## config.mk

```make
export PLATFORM = sky130hd
export DESIGN_NAME = serial_bank_switch_mapper_unit
export DESIGN_NICKNAME = d
export VERILOG_FILES = /design/src/sv/sbsm_pkg.sv /design/src/sv/serial_bank_switch_mapper_unit.sv /design/src/sv/sbsm_xlate.sv
export VERILOG_INCLUDE_DIRS = /design/src /design/src/sv
export SDC_FILE = /design/constraint.sdc
export NUM_CORES = 1
export LEC_CHECK = 0
export ABC_AREA = 1
export BUFFER_PORTS_ARGS = -buffer_cell sky130_fd_sc_hd__buf_2
export CAP_MARGIN = 5
export CORE_AREA = 3 3 96 98
export CTS_CLUSTER_SIZE = 30
export DETAILED_ROUTE_END_ITERATION = 6
export DIE_AREA = 0 0 99 101
export PLACE_DENSITY_LB_ADDON = 0.3
export SYNTH_ARGS = -nofsm -noshare
export SYNTH_HDL_FRONTEND = slang
export SYNTH_SLANG_ARGS = --single-unit
```

## constraint.sdc

```tcl
create_clock -name clk -period 2.19 [get_ports clk]
set_input_delay 0.219 -clock clk [delete_from_list [all_inputs] [get_ports clk]]
set_output_delay 0.219 -clock clk [all_outputs]
set_load 0.01 [all_outputs]
```

## src/sv/serial_bank_switch_mapper_unit_defines.svh

```systemverilog
// Assertion macros used by the mapper RTL
`ifndef SERIAL_BANK_SWITCH_MAPPER_UNIT_DEFINES_SVH
`define SERIAL_BANK_SWITCH_MAPPER_UNIT_DEFINES_SVH

// Same-cycle implication, held off while reset is asserted
`define SBSM_ASSERT_NOW(label, clock, reset, ante, cons, msg) \
  label: assert property (@(posedge clock) disable iff (reset) (ante) |-> (cons)) \
    else $error(msg);

// Next-cycle implication, held off while reset is asserted
`define SBSM_ASSERT_NEXT(label, clock, reset, ante, cons, msg) \
  label: assert property (@(posedge clock) disable iff (reset) (ante) |=> (cons)) \
    else $error(msg);

`endif

```

## src/sv/sbsm_pkg.sv

```systemverilog
`default_nettype none

package sbsm_pkg;

  // Bus command codes
  localparam logic [1:0] CMD_CPU_READ  = 2'd0;
  localparam logic [1:0] CMD_CPU_WRITE = 2'd1;
  localparam logic [1:0] CMD_PPU       = 2'd2;

  // Configuration register indexes
  localparam logic [1:0] CFG_PRG_ROM_SIZE_LOG2 = 2'd0;
  localparam logic [1:0] CFG_CHR_IS_RAM        = 2'd1;
  localparam logic [1:0] CFG_HEADER_VERTICAL   = 2'd2;

  // Shift count at which the next serial bit loads the target register
  localparam logic [2:0] SHIFT_LAST = 3'd4;

  // Target memory of a translated access
  typedef enum logic [2:0] {
    REGION_NONE      = 3'd0,
    REGION_PRG_ROM   = 3'd1,
    REGION_PRG_RAM   = 3'd2,
    REGION_CHR       = 3'd3,
    REGION_NAMETABLE = 3'd4,
    REGION_PALETTE   = 3'd5
  } region_t;

  // Bank registers loaded through the serial port
  typedef struct packed {
    logic [4:0] control_word;  // [4] CHR mode, [3:2] PRG mode, [1:0] mirroring
    logic [4:0] chr_bank_low;
    logic [4:0] chr_bank_high;
    logic [3:0] prg_bank;
  } bank_regs_t;

  // Translation of one access
  typedef struct packed {
    region_t     region;
    logic [17:0] mapped_address;
    logic        write_allowed;
  } xlate_result_t;

endpackage

`default_nettype wire

```

## src/sv/serial_bank_switch_mapper_unit.sv

```systemverilog
`default_nettype none

// Serial-load bank-switch mapper. Each accepted transaction (CPU read, CPU
// write or PPU access) is held in an input register, translated and
// serially decoded combinationally, and presented from a result register
// (two register stages from the input pins) that holds it while out_stall
// is high. One transaction can be accepted every cycle while the output is
// not stalled; while a result waits, the input register can take one more.
// CPU writes at 0x8000 and above shift data bit 0 into a five-bit shifter
// (bit 7 clears it); the fifth bit loads the register picked by address
// bits 14:13. A transaction is translated with the banks as they were
// before its own write. Configuration must be written by the user through
// cfg_write/cfg_index/cfg_data only while the mapper is idle; not enforced.
module serial_bank_switch_mapper_unit #(
  parameter int PRG_RAM_BYTES = 2048
) (
  input  wire logic        clk,
  input  wire logic        rst,
  // configuration
  input  wire logic        cfg_write,
  input  wire logic [1:0]  cfg_index,
  input  wire logic [2:0]  cfg_data,
  // access channel
  input  wire logic        in_valid,
  output logic             in_stall,
  input  wire logic [1:0]  cmd,
  input  wire logic [15:0] address,
  input  wire logic [7:0]  data,
  // result channel
  output logic             out_valid,
  input  wire logic        out_stall,
  output logic [2:0]       region,
  output logic [17:0]      mapped_address,
  output logic             write_allowed,
  output logic             register_loaded
);

  `include "serial_bank_switch_mapper_unit_defines.svh"

  // Configuration
  logic [2:0] prg_rom_size_log2;
  logic       chr_is_ram;

  // Mapper state
  sbsm_pkg::bank_regs_t regs;
  sbsm_pkg::bank_regs_t regs_next;
  logic [4:0] shift_bits;
  logic [4:0] shift_bits_next;
  logic [2:0] shift_count;
  logic [2:0] shift_count_next;
  logic       loaded_next;
  logic [4:0] shift_word;

  // Input register
  logic        s1_valid;
  logic [1:0]  s1_cmd;
  logic [15:0] s1_address;
  logic [7:0]  s1_data;

  logic in_fire;
  logic advance;
  sbsm_pkg::xlate_result_t xlate;

  // Handshake: stage 1 moves on when the result register is free or draining
  assign advance  = s1_valid & (~out_valid | ~out_stall);
  assign in_stall = s1_valid & out_valid & out_stall;
  assign in_fire  = in_valid & ~in_stall;

  sbsm_xlate #(
    .PRG_RAM_BYTES(PRG_RAM_BYTES)
  ) u_xlate (
    .cmd              (s1_cmd),
    .address          (s1_address),
    .regs             (regs),
    .prg_rom_size_log2(prg_rom_size_log2),
    .chr_is_ram       (chr_is_ram),
    .result           (xlate)
  );

  // Serial port next state
  assign shift_word = {s1_data[0], shift_bits[4:1]};
  always_comb begin
    regs_next        = regs;
    shift_bits_next  = shift_bits;
    shift_count_next = shift_count;
    loaded_next      = 1'b0;
    if (s1_cmd == sbsm_pkg::CMD_CPU_WRITE && s1_address[15]) begin
      if (s1_data[7]) begin
        shift_bits_next               = 5'd0;
        shift_count_next              = 3'd0;
        regs_next.control_word[3:2]   = 2'b11;
      end else if (shift_count == sbsm_pkg::SHIFT_LAST) begin
        shift_bits_next  = 5'd0;
        shift_count_next = 3'd0;
        loaded_next      = 1'b1;
        unique case (s1_address[14:13])
          2'd0:    regs_next.control_word  = shift_word;
          2'd1:    regs_next.chr_bank_low  = shift_word;
          2'd2:    regs_next.chr_bank_high = shift_word;
          default: regs_next.prg_bank      = shift_word[3:0];
        endcase
      end else begin
        shift_bits_next  = shift_word;
        shift_count_next = shift_count + 3'd1;
      end
    end
  end

  // State and configuration registers
  always_ff @(posedge clk) begin
    if (rst) begin
      prg_rom_size_log2 <= 3'd4;
      chr_is_ram        <= 1'b0;
      regs              <= '{control_word: 5'h0F, chr_bank_low: 5'd0,
                             chr_bank_high: 5'd0, prg_bank: 4'd0};
      shift_bits        <= 5'd0;
      shift_count       <= 3'd0;
    end else begin
      if (advance) begin
        regs        <= regs_next;
        shift_bits  <= shift_bits_next;
        shift_count <= shift_count_next;
      end
      if (cfg_write) begin
        unique case (cfg_index)
          sbsm_pkg::CFG_PRG_ROM_SIZE_LOG2: prg_rom_size_log2 <= cfg_data;
          sbsm_pkg::CFG_CHR_IS_RAM:        chr_is_ram <= cfg_data[0];
          sbsm_pkg::CFG_HEADER_VERTICAL:
            regs.control_word <= {regs.control_word[4:2], 1'b1, ~cfg_data[0]};
          default: ;
        endcase
      end
    end
  end

  // Input register
  always_ff @(posedge clk) begin
    if (rst) begin
      s1_valid <= 1'b0;
    end else if (in_fire) begin
      s1_valid <= 1'b1;
    end else if (advance) begin
      s1_valid <= 1'b0;
    end
  end

  always_ff @(posedge clk) begin
    if (in_fire) begin
      s1_cmd     <= cmd;
      s1_address <= address;
      s1_data    <= data;
    end
  end

  // Result register
  always_ff @(posedge clk) begin
    if (rst) begin
      out_valid <= 1'b0;
    end else if (advance) begin
      out_valid <= 1'b1;
    end else if (~out_stall) begin
      out_valid <= 1'b0;
    end
  end

  always_ff @(posedge clk) begin
    if (advance) begin
      region          <= xlate.region;
      mapped_address  <= xlate.mapped_address;
      write_allowed   <= xlate.write_allowed;
      register_loaded <= loaded_next;
    end
  end

  // Checks
  `SBSM_ASSERT_NOW(a_count_range, clk, rst, 1'b1, shift_count <= sbsm_pkg::SHIFT_LAST,
    "serial shift count beyond fifth bit")
  `SBSM_ASSERT_NEXT(a_advance_fills, clk, rst, advance, out_valid,
    "result register empty after a transaction moved in")
  `SBSM_ASSERT_NOW(a_load_on_rom, clk, rst, out_valid && register_loaded,
    region == sbsm_pkg::REGION_PRG_ROM, "register load reported outside PRG ROM")
  `SBSM_ASSERT_NOW(a_rom_readonly, clk, rst, out_valid && region == sbsm_pkg::REGION_PRG_ROM,
    !write_allowed, "PRG ROM reported writable")
  `SBSM_ASSERT_NEXT(a_serial_reset, clk, rst,
    advance && s1_cmd == sbsm_pkg::CMD_CPU_WRITE && s1_address[15] && s1_data[7],
    regs.control_word[3:2] == 2'b11 && shift_count == 3'd0, "serial reset not applied")

endmodule

`default_nettype wire

```

## src/sv/sbsm_xlate.sv

```systemverilog
`default_nettype none

// Address translation of one access against the current bank registers
module sbsm_xlate #(
  parameter int PRG_RAM_BYTES = 2048
) (
  input  wire logic [1:0]           cmd,
  input  wire logic [15:0]          address,
  input  wire sbsm_pkg::bank_regs_t regs,
  input  wire logic [2:0]           prg_rom_size_log2,
  input  wire logic                 chr_is_ram,
  output sbsm_pkg::xlate_result_t   result
);

  localparam logic [14:0] RamOnce  = 15'(PRG_RAM_BYTES);
  localparam logic [14:0] RamTwice = 15'(2 * PRG_RAM_BYTES);

  logic [1:0]  prg_mode;
  logic        prg_upper;
  logic [3:0]  prg_sel;
  logic [2:0]  prg_lg;
  logic [3:0]  prg_eff;
  logic [14:0] ram_x0;
  logic [14:0] ram_x1;
  logic [14:0] ram_x2;
  logic [13:0] ppu_addr;
  logic [4:0]  chr_sel;
  logic        nt_table;

  // PRG ROM bank selection by mode
  assign prg_mode  = regs.control_word[3:2];
  assign prg_upper = address[14];
  always_comb begin
    unique case (prg_mode)
      2'd0, 2'd1: prg_sel = {regs.prg_bank[3:1], prg_upper};
      2'd2:       prg_sel = prg_upper ? regs.prg_bank : 4'd0;
      default:    prg_sel = prg_upper ? 4'hF : regs.prg_bank;
    endcase
  end

  // Wrap bank number to the ROM size (sizes above 16 banks clamp)
  assign prg_lg = (prg_rom_size_log2 > 3'd4) ? 3'd4 : prg_rom_size_log2;
  always_comb begin
    for (int i = 0; i < 4; i++) begin
      prg_eff[i] = prg_sel[i] & (prg_lg > 3'(i));
    end
  end

  // PRG RAM offset mod size; offset is below four times the size
  assign ram_x0 = {2'b00, address[12:0]};
  assign ram_x1 = (ram_x0 >= RamTwice) ? (ram_x0 - RamTwice) : ram_x0;
  assign ram_x2 = (ram_x1 >= RamOnce) ? (ram_x1 - RamOnce) : ram_x1;

  // CHR bank: one 8 KiB bank or two 4 KiB banks
  assign ppu_addr = address[13:0];
  always_comb begin
    if (!regs.control_word[4]) begin
      chr_sel = {regs.chr_bank_low[4:1], ppu_addr[12]};
    end else begin
      chr_sel = ppu_addr[12] ? regs.chr_bank_high : regs.chr_bank_low;
    end
  end

  // Nametable mirroring
  always_comb begin
    unique case (regs.control_word[1:0])
      2'd0:    nt_table = 1'b0;
      2'd1:    nt_table = 1'b1;
      2'd2:    nt_table = ppu_addr[10];
      default: nt_table = ppu_addr[11];
    endcase
  end

  // Region decode
  always_comb begin
    result = '{region: sbsm_pkg::REGION_NONE, mapped_address: 18'd0, write_allowed: 1'b0};
    unique case (cmd)
      sbsm_pkg::CMD_CPU_READ, sbsm_pkg::CMD_CPU_WRITE: begin
        if (address[15]) begin
          result.region         = sbsm_pkg::REGION_PRG_ROM;
          result.mapped_address = {prg_eff, address[13:0]};
        end else if (address[14:13] == 2'b11) begin
          result.region         = sbsm_pkg::REGION_PRG_RAM;
          result.mapped_address = {3'b000, ram_x2};
          result.write_allowed  = 1'b1;
        end
      end
      sbsm_pkg::CMD_PPU: begin
        if (!ppu_addr[13]) begin
          result.region         = sbsm_pkg::REGION_CHR;
          result.mapped_address = {1'b0, chr_sel, ppu_addr[11:0]};
          result.write_allowed  = chr_is_ram;
        end else if (!ppu_addr[12]) begin
          result.region         = sbsm_pkg::REGION_NAMETABLE;
          result.mapped_address = {7'd0, nt_table, ppu_addr[9:0]};
          result.write_allowed  = 1'b1;
        end else if (ppu_addr[11:8] == 4'hF) begin
          result.region         = sbsm_pkg::REGION_PALETTE;
          result.mapped_address = {13'd0, ppu_addr[4:0]};
          result.write_allowed  = 1'b1;
        end
      end
      default: ;
    endcase
  end

endmodule

`default_nettype wire

```

Word-level counts from Yosys, hierarchy flattened --
Index checks and enable logic that the tools add are counted.
Storage, ports and cells: input port bits 36, logic and storage cells 113, register bits after elaboration 82
Operators by class: equality and inequality tests 15, add/sub/neg operators 3, bitwise logic cells 16, multiplexer cells 37, reduce and logical (&&, ||, !) cells 17, magnitude comparators 7
Operators by type and width (number):
- two-way mux 22 bit | 3
- two-way mux 19 bit | 3
- two-way mux 5 bit | 9
- case mux 22 bit (2 select lines) | 1
- two-way mux 15 bit | 2
- two-way mux 21 bit | 1
- two-way mux 20 bit | 1
- two-way mux 16 bit | 1
- greater-or-equal comparator 15 x 12 -> 1 bit, second input constant | 1
- AND reduction 5 bit | 3
- subtractor 15 x 12 -> 15 bit, second input constant | 1
- subtractor 13 x 13 -> 14 bit, second input constant | 1
- greater-or-equal comparator 13 bit, second input constant | 1
- equality test 2 bit, second input constant | 6
- two-way mux 4 bit | 3
- equality test 2 x 1 -> 1 bit, second input constant | 5
- zero test 2 bit | 5
- two-way mux 3 bit | 3
- bitwise AND 1 bit | 8
- case mux 4 bit (2 select lines) | 1
- two-way mux 1 bit | 7
- inverter 1 bit | 7
- greater-than comparator 3 x 1 -> 1 bit, second input constant | 2
- greater-than comparator 3 x 2 -> 1 bit, second input constant | 2
- 14 further kinds | 18

Logic depth before layout (Yosys ltp) --
Gate-level depths: netlist of the first run.
depth in word-level cells 9, gate-level depth with buffers 9

By module --
From an unflattened synthesis of the first run, not the netlist that was laid out.
Second synthesis, totals: cells, all modules 379, area total of the unflattened synthesis 3387.0 µm²
By module, submodules not included:
- serial_bank_switch_mapper_unit | sequential area each 1931.9 µm², times used 1, area an instance 2808.9 µm², cells each 257
- sbsm_xlate | sequential area each 0.0 µm², times used 1, area an instance 578.1 µm², cells each 122

Worst setup path before layout of the first run --
Ideal clock, no wire load.
kind register to register, start register out_valid, end register regs[10] (netlist name), stages on the path, launching flop included 7, clock period less this slack 1.729 ns, data required time 2.075 ns, setup time 0.115 ns, path slack 0.461 ns, arrival time 1.615 ns, path buffers 0, cells stage by stage dfxtp_1 -> nand2_1 -> nand2_1 -> inv_1 -> nand4_4 -> nor2_1 -> nor2_1
Between the ends: cells in the longest elaborated chain, start to end 4
RTL lines:
- start, declared | line serial_bank_switch_mapper_unit.sv:30 | output logic out_valid,
- start signal, assigned | line serial_bank_switch_mapper_unit.sv:158 | out_valid <= 1'b0;
- start signal, assigned | line serial_bank_switch_mapper_unit.sv:160 | out_valid <= 1'b1;
- start signal, assigned | line serial_bank_switch_mapper_unit.sv:162 | out_valid <= 1'b0;
- inverter 1 bit | line serial_bank_switch_mapper_unit.sv:65 | assign advance = s1_valid & (~out_valid | ~out_stall);
- OR 1 bit | line serial_bank_switch_mapper_unit.sv:65
- bitwise AND 1 bit | line serial_bank_switch_mapper_unit.sv:65
- named net advance | line serial_bank_switch_mapper_unit.sv:61 | logic advance;
- AND reduction 5 bit (no line)
The timed path passes the listed nets, and every way through them passes these cells. A chain may end at the register's enable or synchronous reset.

==> flow_summary.yaml, run 1 <==
synth:
  synth_top_area_cell: "edfxtp_1"
  synthArstFlopShare: 0
  synth_cells: 381
  yosysWarnings: 0
  syn_area_um2: 3346
  synthFlopType: "edfxtp_1"
  synth_enable_flop_cells: 43
  synth.avg_cell_area_um2: 8.781
  ys_seq_area_frac: 0.5774
  synth.top_cells.by_count: "82 x nand2_1, 67 x nor2_1, 65 x inv_1"
  synth.most_common_cell: "nand2_1"
  synth.area.top_cells: "edfxtp_1 39%, dfxtp_1 19%, nand2_1 9.2%"
  yosys.area.top_type_share: 0.3859
  synth_seq_cells: 75
  synth_cell_type_count: 27
critical_path:
  arrival_ns: 1.82
  crit_end: "mapped_address[1]"
  worst-path-stages: 6
  end_kind: "register"
  crit_slowest_cell: "edfxtp_1"
  start_kind: "register"
  worstSetupStartpoint: "s1_address[14]"
  path_max_fanout: 7
  crit_type: "reg -> reg"
  r2r_cells: 6
  cp_data_required_time_ns: 2.28
  cp_common_cell: "nor2_1"
  slowest_delay_ns: 0.53
  reg2reg_to: "mapped_address[1]"
  r2r-start: "s1_address[14]"
  cp_top_family: "simple AND/OR/NAND/NOR gates"
  crit_buf_inv: 0
  rrSetupSlack_ns: 0.47
  crit_chain: "nand2_1 > a21oi_1 > nor2_1 > nand2_1 > nor2_1 > nor2_1"
sta:
  slew_viol_final: 0
  fin_skew_ns: 0.008180
  fin_ws_ns: 0.4662
  tns_ns: 0
  fin_crit_sh: 0.7871
  timing_hold_violations_final: 0
  tightestPinTransition_ns: 0.7346
  max_clock_freq_mhz: 580.1
  rsz0062_at_grt: "no"
  setup_viol: 0
  slew_headroom: 0.5065
  period_minus_slack_ns: 1.724
grt:
  track_usage: 0.1483
  grt_pass1_wl_mm: 11.36
  grt_pass1_vias: 2391
  grt_max_degree: 21
  antenna_found_initial: 0
  grt-ovfl-total: 0
hold_path:
  holdCritStartpoint: "data[7]"
  hp-class: "in -> reg"
power_and_ir_drop:
  p_leak_nw: 1.846
  ir_worst_vdd_mv: 0.4070
  report.power.total_mw: 2.925
  cellPowerDensity_nw_per_um2: 734.8
floorplanning:
  rows: 34
  die_area_um2: 9999
  pin_count: 61
  coreArea_um2: 8551
  die_h_um: 101
  start_util: 0.3913
  die_w_um: 99
layout:
  num-nets-final: 492
  area_delta_synth_final_pct: 19.00
  diodes: 0
  layout-drive-gt1-share: 0.1824
run:
  maxCapViolCount: 0
clock_network:
  clk_pin_slew_ns: 0.08
  clk_path_buf_depth: 2
  htreeDepth: 3
  ctsRootBufferMaster: "clkbuf_8"
  cts_buffers: 9
  postCtsSetupRepairBufs: 0
  clk_latency_ns: 0.35
  clock_sinks: 75
  cts_resized: 0
  cts_hold_buf: 0
  cts_tree: "done"
drt:
  drt_iter0_markers: 160
  route.met3.wl_um: 434
  top_layer_used: "met4"
  vias: 2609
  wl_met1_mm: 3.250
  wl_met2_mm: 3.182
  post_drt_wl_per_cell_um: 12.45
  drt_pass1_iterations: 4
  drc: 0
  ant_nets: 0
  routed_wl_mm: 7.008
  via_per_inst: 4.634
placement:
  pre_cts_slack_ns: 0.4683
  gp_congestion: 0.8716
  io_buffers: 54
  dp_hpwl_mm: 5.295
status:
  status: "finished, final reports clean"
==> cell type report <==
| type | instances | area (um^2) |
|---|---|---|
| timing repair buffer | 58 | 300.3 |
| clock buffer | 10 | 127.6 |
| tap | 108 | 135.1 |
| multi-input combinational | 238 | 1151 |
| sequential | 75 | 1932 |
| fill | 827 | 4569 |
| inverter | 68 | 255.2 |
| clock inverter | 6 | 80.08 |
==> layout by cell type, fill, tap and decap left out <==
| master | n |
|---|---|
| clkinv_1 | 2 |
| nand4_4 | 2 |
| nor3_2 | 1 |
| nor3_4 | 1 |
| inv_1 | 65 |
| a211oi_1 | 3 |
| clkinvlp_4 | 1 |
| nor3_1 | 6 |
| conb_1 | 4 |
| nand3_1 | 16 |
| nand2_2 | 1 |
| buf_4 | 4 |
| ha_1 | 6 |
| clkbuf_8 | 9 |
| nand4_1 | 3 |
| nor2_4 | 3 |
| edfxtp_1 | 43 |
| buf_2 | 54 |
| clkbuf_1 | 1 |
| dfxtp_1 | 32 |
| nor2_1 | 67 |
| nand2_4 | 1 |
| o21ai_1 | 2 |
| o311ai_0 | 1 |
| bufinv_16 | 2 |
| inv_2 | 3 |
| o21ai_0 | 17 |
| o211ai_1 | 3 |
| and3_1 | 1 |
| nand2_1 | 82 |
| clkinv_2 | 1 |
| o2111ai_1 | 2 |
| a21oi_1 | 16 |
==> cells by family after synthesis <==
family                   Yosys count  share of synthesized area
adder cells (fa/ha/maj)            6                    0.02244
flip-flops                        75                     0.5774
AND/OR/NAND/NOR                  184                     0.2435
other                              1                   0.001121
AO/OA/AOI/OAI                     44                    0.07367
buffers and inverters             71                    0.08190
==> where the power goes <==
group / leakage, nW / internal [mW] / switching [mW]
combinational: 1.07 / 0.0756 / 0.136
clock: 0.101 / 0.632 / 0.495
sequential: 0.674 / 1.55 / 0.0337
total: 1.85 / 2.26 / 0.665
==> flip-flops by register name, summed over array words and instances (netlist names) <==
signal	count
register_loaded	1
shift_count	3
region	3
mapped_address	18
s1_cmd	2
s1_data	2
s1_valid	1
regs	19
chr_is_ram	1
prg_rom_size_log2	3
out_valid	1
shift_bits	4
s1_address	16
write_allowed	1
==> layer usage <==
layer  up-vias  global-route usage
met5         -                   0
met4         0             0.06933
met3        14             0.04913
met2        61              0.2257
met1      1180              0.1911
li1       1354                   -
==> worst min path at each step <==
| stage | end | slack [ns] | depth (start not counted) |
|---|---|---|---|
| 6_report | s1_data[7] | 0.03 | 1 |
| 4_1_cts | s1_data[7] | 0.02 | 1 |
| 5_1_grt | s1_address[1] | 0.02 | 1 |
| 2_1_floorplan | out_valid | 0.29 | 1 |
| 3_5_place_dp | s1_data[7] | 0.40 | 1 |
| 3_3_place_gp | s1_data[7] | 0.40 | 1 |
==> stage by stage <==
stage	instance area [um^2]	util	hold slack, ns	cells
final	3981	0.4656	0.03433	563
after detailed placement	3774	0.4413	0.3971	547
after floorplan	3357	-	0.2881	384
after CTS	3981	0.4656	0.01842	563
after global routing	3981	0.4656	0.01882	563
after global placement	3774	0.4413	0.3973	547
(Power assumes the default switching activity.)
==> run 2: changes to the inputs <==
==> constraint.sdc (replaced) <==
create_clock -name clk -period 1.71 [get_ports clk]
set_input_delay 0.171 -clock clk [delete_from_list [all_inputs] [get_ports clk]]
set_output_delay 0.171 -clock clk [all_outputs]
set_load 0.01 [all_outputs]
==> flow_summary.yaml, run 2 (synthesized netlist as in run 1, its figures left out) <==
grt:
  track_usage: 0.1592
  grt_pass1_wl_mm: 12.32
  antenna_found_initial: 0
  grt-ovfl-total: 0
  grt_pass1_vias: 2605
  grt_max_degree: 21
power_and_ir_drop:
  cellPowerDensity_nw_per_um2: 900.3
  ir_worst_vdd_mv: 0.4954
  p_leak_nw: 1.947
placement:
  place_area_um2: 3807
  dp_hpwl_mm: 5.327
  io_buffers: 54
  gp_congestion: 0.8419
sta:
  tns_ns: 0
  period_minus_slack_ns: 1.576
  max_clock_freq_mhz: 634.7
  setup_viol: 0
  slew_viol_final: 0
  rsz0062_at_grt: "no"
  timing_hold_violations_final: 0
  fin_crit_sh: 0.9213
  fin_skew_ns: 0.01048
layout:
  layout_commonest_cell: "nand2_1"
  num-nets-final: 517
  multi_input_area_um2: 1151
  layout-drive-gt1-share: 0.1875
  regArea_um2: 1932
  largest_register_ffs: 19
  utilization: 0.4936
  fill_cells: 821
  final_cell_mix: "82 x nand2_1, 67 x nor2_1, 64 x inv_1, 54 x buf_2, 43 x edfxtp_1"
  area_delta_synth_final_pct: 26.14
  stdcell_area_um2: 4220
  diodes: 0
  regMostFlops: "regs"
  reg.largest.list: "regs (19), mapped_address (18), s1_address (16)"
drt:
  drc: 0
  routed_wl_mm: 7.312
  vias: 2694
  drt_pass1_iterations: 4
  post_drt_wl_per_cell_um: 12.44
  ant_nets: 0
  via_per_inst: 4.582
  drt_iter0_markers: 117
hold_path:
  hp-class: "in -> reg"
  holdCritStartpoint: "address[12]"
floorplanning:
  pin_count: 61
  die_h_um: 101
  coreArea_um2: 8551
  die_w_um: 99
  die_area_um2: 9999
  start_util: 0.3913
  rows: 34
status:
  status: "finished, final reports clean"
clock_network:
  cts_tree: "done"
  clk_path_buf_depth: 2
  ctsRootBufferMaster: "clkbuf_8"
  cts_buffers: 9
  clk_pin_slew_ns: 0.07
  cts_resized: 0
  htreeDepth: 3
  clock_sinks: 75
  clk_latency_ns: 0.35
critical_path:
  cp_top_family: "simple AND/OR/NAND/NOR gates"
  cp_common_cell: "nor2_1"
  slowest_delay_ns: 0.46
  end_kind: "register"
  crit_type: "reg -> reg"
  cp_data_required_time_ns: 1.82
  r2r-start: "s1_cmd[1]"
  crit_buf_inv: 1
  start_kind: "register"
  worstSetupStartpoint: "s1_cmd[1]"
  arrival_ns: 1.68
  crit_slowest_cell: "edfxtp_1"
  path_max_fanout: 5
  crit_chain: "nand2_1 > nor2_1 > nor2_1 > nand2_1 > nor2_1 > buf_4 > nor2_1"
run:
  maxCapViolCount: 0
-- run 2: cell count changes in the layout (fill, tap and decap cells not counted) --
cell	change
buf_4	+6
clkinvlp_4	+1
dlygate4sd3_1	+19
inv_1	-1
-- run 2: power breakdown --
group          total [mW]  switching (mW)  internal [mW]
logic               0.320           0.186          0.134
registers            2.03          0.0409           1.99
clock network        1.45           0.641          0.810
total                3.80           0.867           2.93
-- run 2: path summary, 6_finish.rpt --
check / end / slack, ns / depth (start not counted)
max: mapped_address[2] / 0.13 / 7
min: s1_address[12] / 0.02 / 1
max reg2reg: mapped_address[2] / 0.13 / 7
min reg2reg: out_valid / 0.47 / 2
-- run 2: stage by stage --
step	cells	power (mW)	hold WS, ns	worst slack [ns]
after floorplan	384	2.222	0.2401	0.04560
after global placement	551	2.345	0.3489	0.1320
after detailed placement	551	2.355	0.3491	0.1292
after CTS	585	3.826	0.005172	0.1124
after global routing	588	3.964	0.01475	0.01258
final	588	3.799	0.02082	0.1345
-- run 2: worst reg2reg max path: stages, from the launching register on --
cell	delay (ns)
edfxtp_1	0.46
nand2_1	0.19
nor2_1	0.11
nor2_1	0.15
nand2_1	0.08
nor2_1	0.15
buf_4	0.16
nor2_1	0.05
-- run 2: layout make-up --
cell class	count	area share
Clock buffer	10	0.03024
Clock inverter	6	0.01897
Inverter	68	0.06137
Multi-Input combinational cell	238	0.2728
Sequential cell	75	0.4578
Tap cell	108	0.03202
Timing Repair Buffer	83	0.1269
-- run 2: metal layers --
metal / up-vias / GRT usage / share of wire
li1: 1401 / - / -
met1: 1217 / 0.2009 / 0.46
met2: 67 / 0.2619 / 0.47
met3: 9 / 0.04498 / 0.057
met4: 0 / 0.05672 / 0.018
met5: - / 0 / 0
-- run 2: what timing repair did --
action | in CTS | in global routing
endpoints found under the setup margin | 0 | 3
setup buffers | 0 | 2
endpoints found under the hold margin | 18 | 1
hold buffers | 18 | 1
==> run 3: changes to the inputs <==
--- a/config.mk
+++ b/config.mk
@@ -9,10 +9,10 @@
 export ABC_AREA = 1
 export BUFFER_PORTS_ARGS = -buffer_cell sky130_fd_sc_hd__buf_2
 export CAP_MARGIN = 5
-export CORE_AREA = 3 3 96 98
+export CORE_AREA = 3 3 92 102
 export CTS_CLUSTER_SIZE = 30
 export DETAILED_ROUTE_END_ITERATION = 6
-export DIE_AREA = 0 0 99 101
+export DIE_AREA = 0 0 95 105
 export PLACE_DENSITY_LB_ADDON = 0.3
 export SYNTH_ARGS = -nofsm -noshare
 export SYNTH_HDL_FRONTEND = slang
==> flow_summary.yaml, run 3 (synthesized netlist as in run 1, its figures left out) <==
clock_network:
  clk_path_buf_depth: 2
  cts_buffers: 9
  htreeDepth: 3
  ctsRootBufferMaster: "clkbuf_8"
  clk_pin_slew_ns: 0.08
  clock_sinks: 75
  cts_tree: "done"
  clk_latency_ns: 0.35
drt:
  post_drt_wl_per_cell_um: 12.24
  vias: 2691
  drt_pass1_iterations: 4
  routed_wl_mm: 7.235
  drt_iter0_markers: 142
  via_per_inst: 4.553
  drc: 0
  ant_nets: 0
placement:
  pre_cts_slack_ns: 0.1321
  gp_congestion: 0.8419
  dp_hpwl_mm: 5.226
  io_buffers: 54
sta:
  setup_viol: 0
  max_clock_freq_mhz: 645.3
  tns_ns: 0
  slew_headroom: 0.6271
  period_minus_slack_ns: 1.550
  fin_skew_ns: 0.009693
  tightestPinTransition_ns: 0.5550
  fin_crit_sh: 0.9063
  timing_hold_violations_final: 0
  slew_viol_final: 0
  fin_ws_ns: 0.1602
floorplanning:
  die_w_um: 95
  pin_count: 61
  die_h_um: 105
  rows: 35
  coreArea_um2: 8452
  start_util: 0.3959
  die_area_um2: 9975
layout:
  utilization: 0.5024
  layout_commonest_cell: "nand2_1"
  diodes: 0
  fill_cells: 785
  largest_register_ffs: 19
  area_delta_synth_final_pct: 26.93
  layout-drive-gt1-share: 0.1938
  num-nets-final: 517
  final_cell_mix: "81 x nand2_1, 67 x nor2_1, 64 x inv_1, 54 x buf_2, 43 x edfxtp_1"
  regMostFlops: "regs"
  reg.largest.list: "regs (19), mapped_address (18), s1_address (16)"
power_and_ir_drop:
  ir_worst_vdd_mv: 0.4643
  pwr-share-comb: 0.083
  cellPowerDensity_nw_per_um2: 915.0
  p_clk_frac: 0.395
  report.power.total_mw: 3.886
  p_leak_nw: 1.959
  switching_power_mw: 0.8640
  switching_share: 0.2224
  p_seq_frac: 0.522
  p_int_mw: 3.022
critical_path:
  r2r_cells: 7
  cp_common_cell: "nor2_1"
  crit_chain: "nand2_2 > nor2_1 > nor2_1 > nand2_1 > nor2_1 > buf_4 > nor2_1"
  path_max_fanout: 5
  start_kind: "register"
  crit_type: "reg -> reg"
  arrival_ns: 1.66
  crit_slowest_cell: "edfxtp_1"
  end_kind: "register"
  slowest_delay_ns: 0.48
  cp_data_required_time_ns: 1.82
status:
  status: "finished, final reports clean"
run:
  maxCapViolCount: 0
hold_path:
  hp-class: "in -> reg"
  min_path_cells: 1
grt:
  track_usage: 0.1537
  grt_pass1_wl_mm: 11.59
  grt_pass1_vias: 2471
  grt_max_degree: 22
  grt-ovfl-total: 0
  antenna_found_initial: 0
-- run 3: per-layer routing --
| layer | GRT usage | vias to the layer above | wire (um) |
|---|---|---|---|
| met2 | 0.2448 | 80 | 3537 |
| met1 | 0.1974 | 1201 | 3142 |
| met3 | 0.03672 | 8 | 468 |
| met5 | 0 | - | 0 |
| met4 | 0.06598 | 0 | 87 |
| li1 | - | 1402 | - |
-- run 3: final cells by class --
cell class	count	area, um^2	area share
inverter	68	259.0	0.06099
tap	111	138.9	0.03270
multi-input combinational	238	1154	0.2717
clock buffer	12	155.1	0.03654
sequential	75	1932	0.4549
clock inverter	4	72.57	0.01709
timing repair buffer	83	535.5	0.1261
-- run 3: per-stage QoR --
step           area [um^2]  std cells  hold WS, ns
3_3_place_gp          3811        554       0.3490
5_1_grt               4247        591     0.003642
6_report              4247        591      0.01904
2_1_floorplan         3361        384       0.2401
4_1_cts               4229        589     0.002427
3_5_place_dp          3811        554       0.3491
-- run 3: path summary, 6_finish.rpt --
path / from / end / slack [ns]
worst max-delay path: s1_cmd[1] / mapped_address[2] / 0.16
worst min-delay path: address[12] / s1_address[12] / 0.02
worst max register to register: s1_cmd[1] / mapped_address[2] / 0.16
worst min register to register: s1_valid / out_valid / 0.49
-- run 3: repair_timing --
action,in CTS,in global routing
hold buffers,19,0
resized for setup,0,1
setup buffers,0,2
hold endpoints to repair,19,0
endpoints found under the setup margin,0,6
-- run 3: worst max-delay path, delay by kind of cell, from the launching register on --
kind	cells	cell delay [ns]
buffers and inverters	1	0.17
flip-flops	1	0.48
AND/OR/NAND/NOR	6	0.66
-- run 3: power groups by stage --
stage	Sequential, mW	Clock (mW)	Combinational (mW)
4_1_cts	2.03	1.57	0.318
6_report	2.03	1.54	0.324
3_3_place_gp	2.07	0	0.278
2_1_floorplan	2.08	0	0.142
3_5_place_dp	2.07	0	0.284
5_1_grt	2.03	1.64	0.363
